--- config.mk ---
export PLATFORM = sky130hd
export DESIGN_NAME = ultrasonic_range_sequencer
export DESIGN_NICKNAME = d
export VERILOG_FILES = /design/src/rtl/urs_pkg.sv /design/src/rtl/urs_distance.sv /design/src/rtl/ultrasonic_range_sequencer.sv
export SDC_FILE = /design/constraint.sdc
export NUM_CORES = 1
export LEC_CHECK = 0
export BUFFER_PORTS_ARGS = -buffer_cell sky130_fd_sc_hd__buf_4
export CAP_MARGIN = 20
export CELL_PAD_IN_SITES_DETAIL_PLACEMENT = 0
export CELL_PAD_IN_SITES_GLOBAL_PLACEMENT = 2
export CORE_ASPECT_RATIO = 0.8
export CORE_MARGIN = 4
export CORE_UTILIZATION = 38
export CTS_CLUSTER_SIZE = 28
export DETAILED_ROUTE_END_ITERATION = 8
export GPL_TIMING_DRIVEN = 0
export PLACE_DENSITY_LB_ADDON = 0.05
export SYNTH_ARGS = -nofsm -noshare
export SYNTH_HDL_FRONTEND = slang
export SYNTH_HIERARCHICAL = 1
export SYNTH_SLANG_ARGS = --single-unit
--- constraint.sdc ---
create_clock -name clk -period 6 [get_ports clk]
set_input_delay 1.2 -clock clk [delete_from_list [all_inputs] [get_ports clk]]
set_output_delay 1.2 -clock clk [all_outputs]
set_load 0.05 [all_outputs]
--- src/rtl/urs_pkg.sv ---
`timescale 1ns / 1ps

package urs_pkg;

    // phase codes
    localparam logic [1:0] PH_WAIT   = 2'd0;
    localparam logic [1:0] PH_TRIG   = 2'd1;
    localparam logic [1:0] PH_LISTEN = 2'd2;
    localparam logic [1:0] PH_HIGH   = 2'd3;

    // configuration register indexes
    localparam int unsigned CFG_IDX_W = 3;
    localparam logic [CFG_IDX_W-1:0] CFG_REPEAT   = 3'd0;
    localparam logic [CFG_IDX_W-1:0] CFG_TRIGGER  = 3'd1;
    localparam logic [CFG_IDX_W-1:0] CFG_TIMEOUT  = 3'd2;
    localparam logic [CFG_IDX_W-1:0] CFG_MAX_ECHO = 3'd3;
    localparam logic [CFG_IDX_W-1:0] CFG_NEAR     = 3'd4;
    localparam logic [CFG_IDX_W-1:0] CFG_FAR      = 3'd5;

    localparam int unsigned CFG_DATA_W = 18;
    localparam int unsigned DIST_W     = 9;

    // reset values
    localparam logic [17:0]       RST_REPEAT   = 18'd150000;
    localparam logic [7:0]        RST_TRIGGER  = 8'd10;
    localparam logic [15:0]       RST_TIMEOUT  = 16'd25000;
    localparam logic [14:0]       RST_MAX_ECHO = 15'd25000;
    localparam logic [DIST_W-1:0] RST_NEAR     = 9'd25;
    localparam logic [DIST_W-1:0] RST_FAR      = 9'd400;
    localparam logic [DIST_W-1:0] RST_DIST     = 9'd400;

    // width*34/2000 = width*17/1000, done as (width * 17 * ceil(2^30/1000)) >> 30,
    // exact for every width below 2^15
    localparam int unsigned        DIV_SHIFT = 30;
    localparam logic [24:0]        DIV_MULT  = 25'd18253614;
    localparam logic [DIST_W:0]    DIST_MAX  = 10'd511;

    typedef struct packed {
        logic [17:0]       repeat_ticks;
        logic [7:0]        trigger_ticks;
        logic [15:0]       echo_timeout_ticks;
        logic [14:0]       max_echo_ticks;
        logic [DIST_W-1:0] near_cm;
        logic [DIST_W-1:0] far_cm;
    } cfg_t;

endpackage

--- src/rtl/urs_distance.sv ---
`timescale 1ns / 1ps

module urs_distance
    import urs_pkg::*;
(
    input  logic [15:0]       echo_width,
    input  cfg_t              cfg,
    output logic [DIST_W-1:0] distance
);

    logic [39:0]     prod;
    logic [DIST_W:0] quot;
    logic            too_long;

    assign too_long = (echo_width >= {1'b0, cfg.max_echo_ticks});
    // below max_echo_ticks the width fits in 15 bits
    assign prod     = {25'd0, echo_width[14:0]} * {15'd0, DIV_MULT};
    assign quot     = prod[DIV_SHIFT +: DIST_W + 1];

    always_comb
    begin
        if (too_long || (quot > DIST_MAX))
        begin
            distance = cfg.far_cm;
        end
        else
        begin
            distance = quot[DIST_W-1:0];
        end
    end

endmodule

--- src/rtl/ultrasonic_range_sequencer.sv ---
`timescale 1ns / 1ps

// ultrasonic range sequencer
// s_axis carries one transaction per microsecond tick; bit 0 of s_axis_tdata is the
// sampled echo pin level. every input transaction yields exactly one output transaction
// on m_axis with the trigger drive for that tick, the held distance in cm, an update
// strobe and the near flag.
// the sequence is: idle for repeat_ticks, drive trigger for trigger_ticks, wait for
// the echo rising edge, count the high width, store width*34/2000 cm on the falling edge.
// a missing or overlong echo returns to idle and keeps the old distance; a width of
// max_echo_ticks or more, or a result over 511 cm, stores far_cm. throughput: one
// transaction per cycle unless m_axis stalls; the tick counters, the echo edge detect and
// the distance multiplier all sit between the state registers and the output register.
// registers are written over the cfg channel (always ready); the user must write them
// only while the block is idle, which the block itself does not enforce. reset puts the
// sequencer in the idle phase with counters cleared, distance 400 cm and all registers
// at their defaults. when m_axis stalls the output register holds; s_axis_tready stays
// high only while the output register is empty or being drained in the same cycle.
module ultrasonic_range_sequencer
    import urs_pkg::*;
(
    input  logic                  clk,
    input  logic                  rst_n,
    // cfg write channel
    input  logic                  cfg_valid,
    output logic                  cfg_ready,
    input  logic [CFG_IDX_W-1:0]  cfg_index,
    input  logic [CFG_DATA_W-1:0] cfg_data,
    // input stream
    input  logic                  s_axis_tvalid,
    output logic                  s_axis_tready,
    input  logic [7:0]            s_axis_tdata,   // [0] echo_level, [7:1] zero
    // output stream
    output logic                  m_axis_tvalid,
    input  logic                  m_axis_tready,
    output logic [15:0]           m_axis_tdata    // [0] trigger_out, [9:1] distance_cm,
                                                  // [10] distance_updated, [11] near_flag,
                                                  // [15:12] zero
);

    cfg_t              cfg_reg;
    logic [1:0]        phase_reg, phase_next;
    logic [17:0]       phase_ticks_reg, phase_ticks_next;
    logic [15:0]       echo_width_reg, echo_width_next;
    logic              echo_prev_reg;
    logic [DIST_W-1:0] dist_reg, dist_next;
    logic              m_valid_reg;
    logic [15:0]       m_tdata_reg;

    logic              s_fire;
    logic              echo_level;
    logic              rise;
    logic              fall;
    logic              upd;
    logic              trig;
    logic [17:0]       ticks_inc;
    logic [DIST_W-1:0] dist_calc;

    assign cfg_ready     = 1'b1;
    assign s_axis_tready = !m_valid_reg || m_axis_tready;
    assign s_fire        = s_axis_tvalid && s_axis_tready;
    assign m_axis_tvalid = m_valid_reg;
    assign m_axis_tdata  = m_tdata_reg;

    assign echo_level = s_axis_tdata[0];
    assign rise       = echo_level && !echo_prev_reg;
    assign fall       = !echo_level && echo_prev_reg;
    assign trig       = (phase_reg == PH_TRIG);
    assign ticks_inc  = phase_ticks_reg + 18'd1;

    urs_distance u_distance (
        .echo_width (echo_width_reg),
        .cfg        (cfg_reg),
        .distance   (dist_calc)
    );

    always_comb
    begin
        phase_next       = phase_reg;
        phase_ticks_next = phase_ticks_reg;
        echo_width_next  = echo_width_reg;
        dist_next        = dist_reg;
        upd              = 1'b0;
        case (phase_reg)
            PH_WAIT:
            begin
                if (phase_ticks_reg >= cfg_reg.repeat_ticks)
                begin
                    phase_next       = PH_TRIG;
                    phase_ticks_next = '0;
                end
                else
                begin
                    phase_ticks_next = ticks_inc;
                end
            end
            PH_TRIG:
            begin
                // a zero length still gives one trigger tick
                if (ticks_inc >= {10'd0, cfg_reg.trigger_ticks})
                begin
                    phase_next       = PH_LISTEN;
                    phase_ticks_next = '0;
                end
                else
                begin
                    phase_ticks_next = ticks_inc;
                end
            end
            PH_LISTEN:
            begin
                if (rise)
                begin
                    phase_next       = PH_HIGH;
                    echo_width_next  = 16'd1;
                    phase_ticks_next = '0;
                end
                else if (phase_ticks_reg >= {2'd0, cfg_reg.echo_timeout_ticks})
                begin
                    phase_next       = PH_WAIT;
                    phase_ticks_next = '0;
                end
                else
                begin
                    phase_ticks_next = ticks_inc;
                end
            end
            PH_HIGH:
            begin
                if (fall)
                begin
                    dist_next        = dist_calc;
                    upd              = 1'b1;
                    phase_next       = PH_WAIT;
                    phase_ticks_next = '0;
                end
                else if (echo_width_reg >= cfg_reg.echo_timeout_ticks)
                begin
                    phase_next       = PH_WAIT;
                    phase_ticks_next = '0;
                end
                else
                begin
                    echo_width_next = echo_width_reg + 16'd1;
                end
            end
            default:
            begin
                phase_next = PH_WAIT;
            end
        endcase
    end

    always_ff @(posedge clk or negedge rst_n)
    begin
        if (!rst_n)
        begin
            cfg_reg.repeat_ticks       <= RST_REPEAT;
            cfg_reg.trigger_ticks      <= RST_TRIGGER;
            cfg_reg.echo_timeout_ticks <= RST_TIMEOUT;
            cfg_reg.max_echo_ticks     <= RST_MAX_ECHO;
            cfg_reg.near_cm            <= RST_NEAR;
            cfg_reg.far_cm             <= RST_FAR;
        end
        else if (cfg_valid && cfg_ready)
        begin
            case (cfg_index)
                CFG_REPEAT:   cfg_reg.repeat_ticks       <= cfg_data;
                CFG_TRIGGER:  cfg_reg.trigger_ticks      <= cfg_data[7:0];
                CFG_TIMEOUT:  cfg_reg.echo_timeout_ticks <= cfg_data[15:0];
                CFG_MAX_ECHO: cfg_reg.max_echo_ticks     <= cfg_data[14:0];
                CFG_NEAR:     cfg_reg.near_cm            <= cfg_data[DIST_W-1:0];
                CFG_FAR:      cfg_reg.far_cm             <= cfg_data[DIST_W-1:0];
                default:      ;
            endcase
        end
    end

    always_ff @(posedge clk or negedge rst_n)
    begin
        if (!rst_n)
        begin
            phase_reg       <= PH_WAIT;
            phase_ticks_reg <= '0;
            echo_width_reg  <= '0;
            echo_prev_reg   <= 1'b0;
            dist_reg        <= RST_DIST;
            m_valid_reg     <= 1'b0;
        end
        else
        begin
            if (s_fire)
            begin
                phase_reg       <= phase_next;
                phase_ticks_reg <= phase_ticks_next;
                echo_width_reg  <= echo_width_next;
                echo_prev_reg   <= echo_level;
                dist_reg        <= dist_next;
                m_valid_reg     <= 1'b1;
            end
            else if (m_axis_tready)
            begin
                m_valid_reg <= 1'b0;
            end
        end
    end

    always_ff @(posedge clk)
    begin
        if (s_fire)
        begin
            m_tdata_reg <= {4'd0, (dist_next < cfg_reg.near_cm), upd, dist_next, trig};
        end
    end

    // trigger drive reported for a transaction taken in the trigger phase
    a_trig_out: assert property (@(posedge clk) disable iff (!rst_n)
        (s_fire && (phase_reg == PH_TRIG)) |=> m_tdata_reg[0])
        else $error("trigger not reported in trigger phase");

    // a stored distance always ends the measurement with a fresh idle count
    a_upd_ends: assert property (@(posedge clk) disable iff (!rst_n)
        (s_fire && upd) |=> ((phase_reg == PH_WAIT) && (phase_ticks_reg == 18'd0)))
        else $error("distance update without return to idle");

    // sequencer advances only on an input transaction
    a_hold: assert property (@(posedge clk) disable iff (!rst_n)
        !s_fire |=> ($stable(phase_reg) && $stable(phase_ticks_reg) && $stable(dist_reg)))
        else $error("state moved without input transaction");

endmodule

======== Word-level counts from Yosys, hierarchy flattened ========
Cells that the tools add are included.
operators by class
  $add $sub $neg .......................... 2
  $mul .................................... 1
  $lt $le $gt $ge ......................... 7
  equality and inequality tests ........... 15
  multiplexer cells ....................... 24
  reduce and logical (&&, ||, !) cells .... 21
operators with widths
  kind                                                                               count
  18-bit 2-to-1 mux                                                                  6
  18-bit one-hot mux with 4 select lines                                             1
  16-bit 2-to-1 mux                                                                  3
  15-bit by 24-bit multiplier with 39-bit output (second input constant)             1
  16-bit one-hot mux with 2 select lines                                             1
  9-bit 2-to-1 mux                                                                   3
  18-bit by 1-bit adder with 18-bit output (second input constant)                   1
  18-bit by 16-bit greater-or-equal comparator with 1-bit output                     1
  18-bit greater-or-equal comparator                                                 1
  18-bit by 8-bit greater-or-equal comparator with 1-bit output                      1
  16-bit by 1-bit adder with 16-bit output (second input constant)                   1
  16-bit by 15-bit greater-or-equal comparator with 1-bit output                     1
  16-bit greater-or-equal comparator                                                 1
  2-bit AND reduction                                                                7
  2-bit 2-to-1 mux                                                                   6
  10-bit by 9-bit greater-than comparator with 1-bit output (second input constant)  1
  5-bit AND reduction                                                                2
  9-bit < comparator                                                                 1
  2-bit inequality test (second input constant)                                      4
  2-bit one-hot mux with 4 select lines                                              1
  3-bit by 2-bit equality test with 1-bit output (second input constant)             2
  3-bit equality test (second input constant)                                        2
  3-bit inequality test (second input constant)                                      2
  2-bit equality test (second input constant)                                        2
  other kinds (10)                                                                   18
word-level totals
  bits in registers ....................... 134
  input bits .............................. 34
  output and inout bits ................... 19
  word-level logic and storage cells ...... 84

======== Logic depth before layout (Yosys ltp) ========
  word-level depth ........................ 7
  mapped depth ............................ 28
  gate-level depth less buffers ........... 28

======== By module ========
Netlist, hierarchy kept.
modules (own cells, without submodules)
  module                      instances  cells each  area an instance (um^2)
  ultrasonic_range_sequencer  1          765         7,529.7
  urs_distance                1          649         6,107.1

======== Worst setup path after synthesis ========
Ideal clock, no wire load.
  path type ............................... flip-flop to flip-flop
  start point ............................. reg echo_width_reg[9]
  end point ............................... reg m_tdata_reg[11], in the netlist m_axis_tdata[11], data pin
  library setup time ...................... 263 ps
  data arrival time ....................... 6,315 ps
  data required time ...................... 5,737 ps
  slack ................................... -578 ps
  cell stages (with the launch flop) ...... 26
  path buffers ............................ 0
  clock period less this slack ............ 6,578 ps
  cells stage by stage .................... dfrtp_1 fa_1 ha_1 fa_1 inv_1 fa_1 inv_1 fa_1 inv_1 fa_1 inv_1 ha_1 and3_1 nand3_1 a41oi_1 nor3_1 o21ai_0 o21bai_2 mux2_2 mux2_2 ha_1 a21boi_0 o21a_1 o21ai_0 a21oi_1 o21ai_0
between the ends
  word-level cells in the longest chain between the ends .. 7
  elaborated cells between the ends (all ways) .. 8
  classes of those cells .................. mul: 1; order compare: 3; mux: 3; reduce/logical: 1
ends and longest elaborated chain
  element                                                    line                               RTL
  start, declared                                            ultrasonic_range_sequencer.sv:44   logic [15:0] echo_width_reg, echo_width_next;
  start signal, assigned                                     ultrasonic_range_sequencer.sv:196  echo_width_reg <= echo_width_next;
  15-bit by 24-bit multiplier with 39-bit output             urs_distance.sv:17                 assign prod = {25'd0, echo_width[14:0]} * {15'd0, DIV_MULT};
  10-bit by 9-bit greater-than comparator with 1-bit output  urs_distance.sv:22                 if (too_long || (quot > DIST_MAX))
  1-bit logical OR                                           urs_distance.sv:22
  9-bit 2-to-1 mux *                                         urs_distance.sv:22
  named net dist_calc[1]                                     ultrasonic_range_sequencer.sv:57   logic [DIST_W-1:0] dist_calc;
  9-bit 2-to-1 mux *                                         ultrasonic_range_sequencer.sv:130  if (fall)
  9-bit 2-to-1 mux *                                         ultrasonic_range_sequencer.sv:84   case (phase_reg)
  named net dist_next[1]                                     ultrasonic_range_sequencer.sv:46   logic [DIST_W-1:0] dist_reg, dist_next;
  9-bit < comparator *                                       ultrasonic_range_sequencer.sv:212  m_tdata_reg <= {4'd0, (dist_next < cfg_reg.near_cm), upd, dist_next, trig};
  end signal, assigned                                       ultrasonic_range_sequencer.sv:212
  end, declared                                              ultrasonic_range_sequencer.sv:48   logic [15:0] m_tdata_reg;
The timed path passes the listed nets; every way through them passes the cells marked *.
A chain may end at the register's enable or synchronous reset.

======== Worst setup path after layout ========
  start point ............................. reg echo_width_reg[12]
  end point ............................... reg m_tdata_reg[11], in the netlist m_axis_tdata[11], data pin
Same word-level chain as after synthesis.

==> results.md <==
- Status: finished, violations left
- Violated checks: setup timing
- Die area: 39,000 sq um
- Worst Clk Skew: 0.0128 ns
- # rows: 61
- Critical path class: reg -> reg
- Chip Width: 220 um
- # setup viols final: 4
- Worst Max-Slew Pin Slew: roughly 1.1 ns
- Post-route setup slack: -0.593 ns
- R2R Path End: m_axis_tdata[11]$_DFFE_PP_
- Finished layout cell area: about 17,000 sq um
- Top-area cell type share of the netlist area: 22.1%
- CP max-delay cell: fa_2
- Via count: 10,500
- Clock Latency Late Sink: 0.45 ns
- Tot GR Track Use: 21.8%
- Most used DFF post-synth: dfrtp_1
- Global-route wire length before repair: 64,200 um
- Reg2reg setup slack: -0.59 ns
- Fin. max-slew vios: 0
- Vias in the first global route: 10,600
- Area growth syn-to-layout: 21.7%
- Initial Util: 38.8%
- Synth warn: 6
- Clk buf depth: 2
- FF+latch count, synth: 134
- H-tree depth: 4
- RSZ-0062 raised after global routing: yes
- Crit path depth: 25
- Worst path required time: 6.20 ns
- Placer Congestion: 0.844
- Core area: 35,100 sq um
- Async set-reset flop share out of synthesis: 91.0%
- Clk sinks: 134
- Hold Vio Cnt, Final: 0
- Maximum clock rate: between 0.15 and 0.2 GHz
- Iteration-0 DRC Markers: roughly 630
- Pwr/cell area: 242 nW/um^2
- Placement Setup Slack: -1.41 ns
- NumNets Final: about 1,900
- Post-synth EDFFs: 12
- Ports: 53
- Worst Hold Class: reg -> reg
- Crit end category: flop
- Number of flip-flops in the largest register: 75
- Total Power: 4.02 mW
- Max incr delay on CP: 0.62 ns
- Lkg Pwr: between 8 and 9 nW
- Remaining Overflow, GRT: 0
- Cts bufs inserted: 17
- Yosys top cell by area: ha_1
- CP endpoint: m_axis_tdata[11]$_DFFE_PP_
- Buffers & Inverters on Critical Path: 4
- Placed Area: between 10,000 and 15,000 sq um
- # hold bufs at CTS: 0
- Proportion of layout cells with a drive suffix above 1: approximately a quarter
- Synth cell types: 75
- Largest net degree at the start of global routing: between 80 and 90
- Worst EP arrival: 6.79 ns
- Hold depth: 2
- Syn avg cell area: about 9.6 sq um
- Register area share after synthesis: approximately a quarter
- Max-cap violation count: 0
- Diodes inserted: 0
- Final HPWL DP: 31,100 um
- WL per Instance: 20.2 um
- Area contributors post-synth: ha_1 22%, dfrtp_1 17%, fa_1 15%, inv_1 6.6%, dfstp_2 6.0%
- Antenna violations before repair: 1
- Number of remaining DRC errors: 0
- Drt via density: just over 5
- Worst Setup Start Kind: flop
- DR pass1 iterations: 5
- Synth Instances: ~1,400
- Worst R2R Start: echo_width_reg[12]$_DFFE_PN0P_
- Root Buffer: clkbuf_16
- Setup crit start: echo_width_reg[12]$_DFFE_PN0P_
- DRT antenna net count: 0
- Port Buffers: 39
- CP delay by family, top: adder cells
- CTS tree: built
- Max Fanout on Critical Path: 5
- Netlist Area Pre-Place: 13,600 sq um
- Routed wire length: 41,100 um
- Final TNS setup: -0.910 ns
- Die height: around 180 um
- Period utilization: 110%
- R2R cell count: 25
- VDD IR max: 143 uV
- Final Critical Period: 6.59 ns
- Max transition margin: 29.2%
- Clock slew at reported path FFs: 0.07 ns
==> Yosys cell counts (6+ instances only) <==
master / number
edfxtp_1: 12
inv_1: 240
nand3_1: 28
nor2b_1: 10
or3_1: 6
buf_4: 7
nand4_1: 21
mux2_2: 44
nor3_1: 16
and3_1: 18
nand2_1: 132
nor4_1: 9
o21ai_1: 16
dfstp_2: 31
o21ai_0: 88
o31ai_1: 8
o21a_1: 7
a21o_1: 17
fa_1: 102
nor2_1: 40
clkbuf_1: 21
ha_1: 241
a211oi_1: 11
xor2_1: 7
dfrtp_1: 91
a31oi_1: 7
or4_1: 6
xnor2_1: 14
a21oi_1: 51
a22o_1: 14
nand2b_1: 10
==> per-layer routing <==
metal,GRT usage (%),wire length [um],up-vias
met2,29.0,15900,206
met1,36.0,22600,5114
met4,4.13,349,0
met3,4.18,2180,24
li1,-,-,5123
met5,0,0,-
==> worst min-delay path by stage <==
stage | from | to
4_1_cts | dist_reg[7]$_DFFE_PN1P_ | dist_reg[7]$_DFFE_PN1P_
5_1_grt | dist_reg[4]$_DFFE_PN1P_ | dist_reg[4]$_DFFE_PN1P_
6_report | dist_reg[8]$_DFFE_PN1P_ | dist_reg[8]$_DFFE_PN1P_
3_3_place_gp | dist_reg[4]$_DFFE_PN1P_ | dist_reg[4]$_DFFE_PN1P_
2_1_floorplan | dist_reg[4]$_DFFE_PN1P_ | dist_reg[4]$_DFFE_PN1P_
3_5_place_dp | dist_reg[7]$_DFFE_PN1P_ | dist_reg[7]$_DFFE_PN1P_
==> area by class of cell <==
class	count	area [sq um]
clock inverters	15	134
plain buffers	36	190
repair buffers	116	977
clock buffers	17	425
multi-input cells	1005	9870
well taps	472	591
flip-flops and latches	134	3510
fillers	3428	18500
inverters	240	907
==> power breakdown <==
group	switching (mW)	leakage [nW]	total, mW	internal [mW]
Combinational	1.03	6.35	1.82	0.784
Clock	0.486	0.277	1.03	0.548
Sequential	0.0838	1.57	1.17	1.08
Total	1.60	8.20	4.02	2.42
==> kinds of logic after synthesis <==
family / synth area share, %
adder cells (fa/ha/maj): 37.1
XOR/XNOR: 1.35
AND/OR/NAND/NOR: 11.8
buffers and inverters: 8.06
flip-flops: 25.3
multiplexers: 4.08
AO/OA/AOI/OAI: 12.2
other: 0.0551
==> through the flow <==
stage	utilization, %	instances	hold WS, ns
final	47.3	2035	0.457
after global routing	47.3	2035	0.471
after CTS	46.3	2017	0.460
after detailed placement	42.4	1930	0.448
after global placement	42.3	1928	0.444
after floorplan	-	1417	0.437
==> tightest hold or removal path, cell delays in order, from the launching register on <==
cell and delay, ns:
dfstp_2 0.37, nand2_1 0.05, nand2_1 0.04
==> cells in the final DEF, fill, tap and decap left out, types with 8 or more instances in the layout <==
master,count
a211oi_1,10
a21o_1,17
a21oi_1,42
a21oi_2,10
a22o_1,14
and3_1,17
buf_4,106
buf_6,16
clkbuf_1,19
clkbuf_16,17
dfrtp_1,76
dfrtp_4,14
dfstp_2,31
edfxtp_1,12
fa_1,89
fa_2,13
ha_1,200
ha_4,38
inv_1,227
inv_2,11
inv_6,9
mux2_2,38
nand2_1,125
nand2b_1,10
nand3_1,23
nand4_1,21
nor2_1,38
nor2b_1,10
nor3_1,15
nor4_1,9
o21ai_0,78
o21ai_1,21
o31ai_1,8
xnor2_1,14
==> repair_timing <==
item / 4_1_cts / 5_1_grt
resized for setup: 77 / 44
endpoints found under the setup margin: 19 / 17
buffers inserted: 58 / 18
pin swaps: 44 / 38
(Power assumes the default switching activity.)
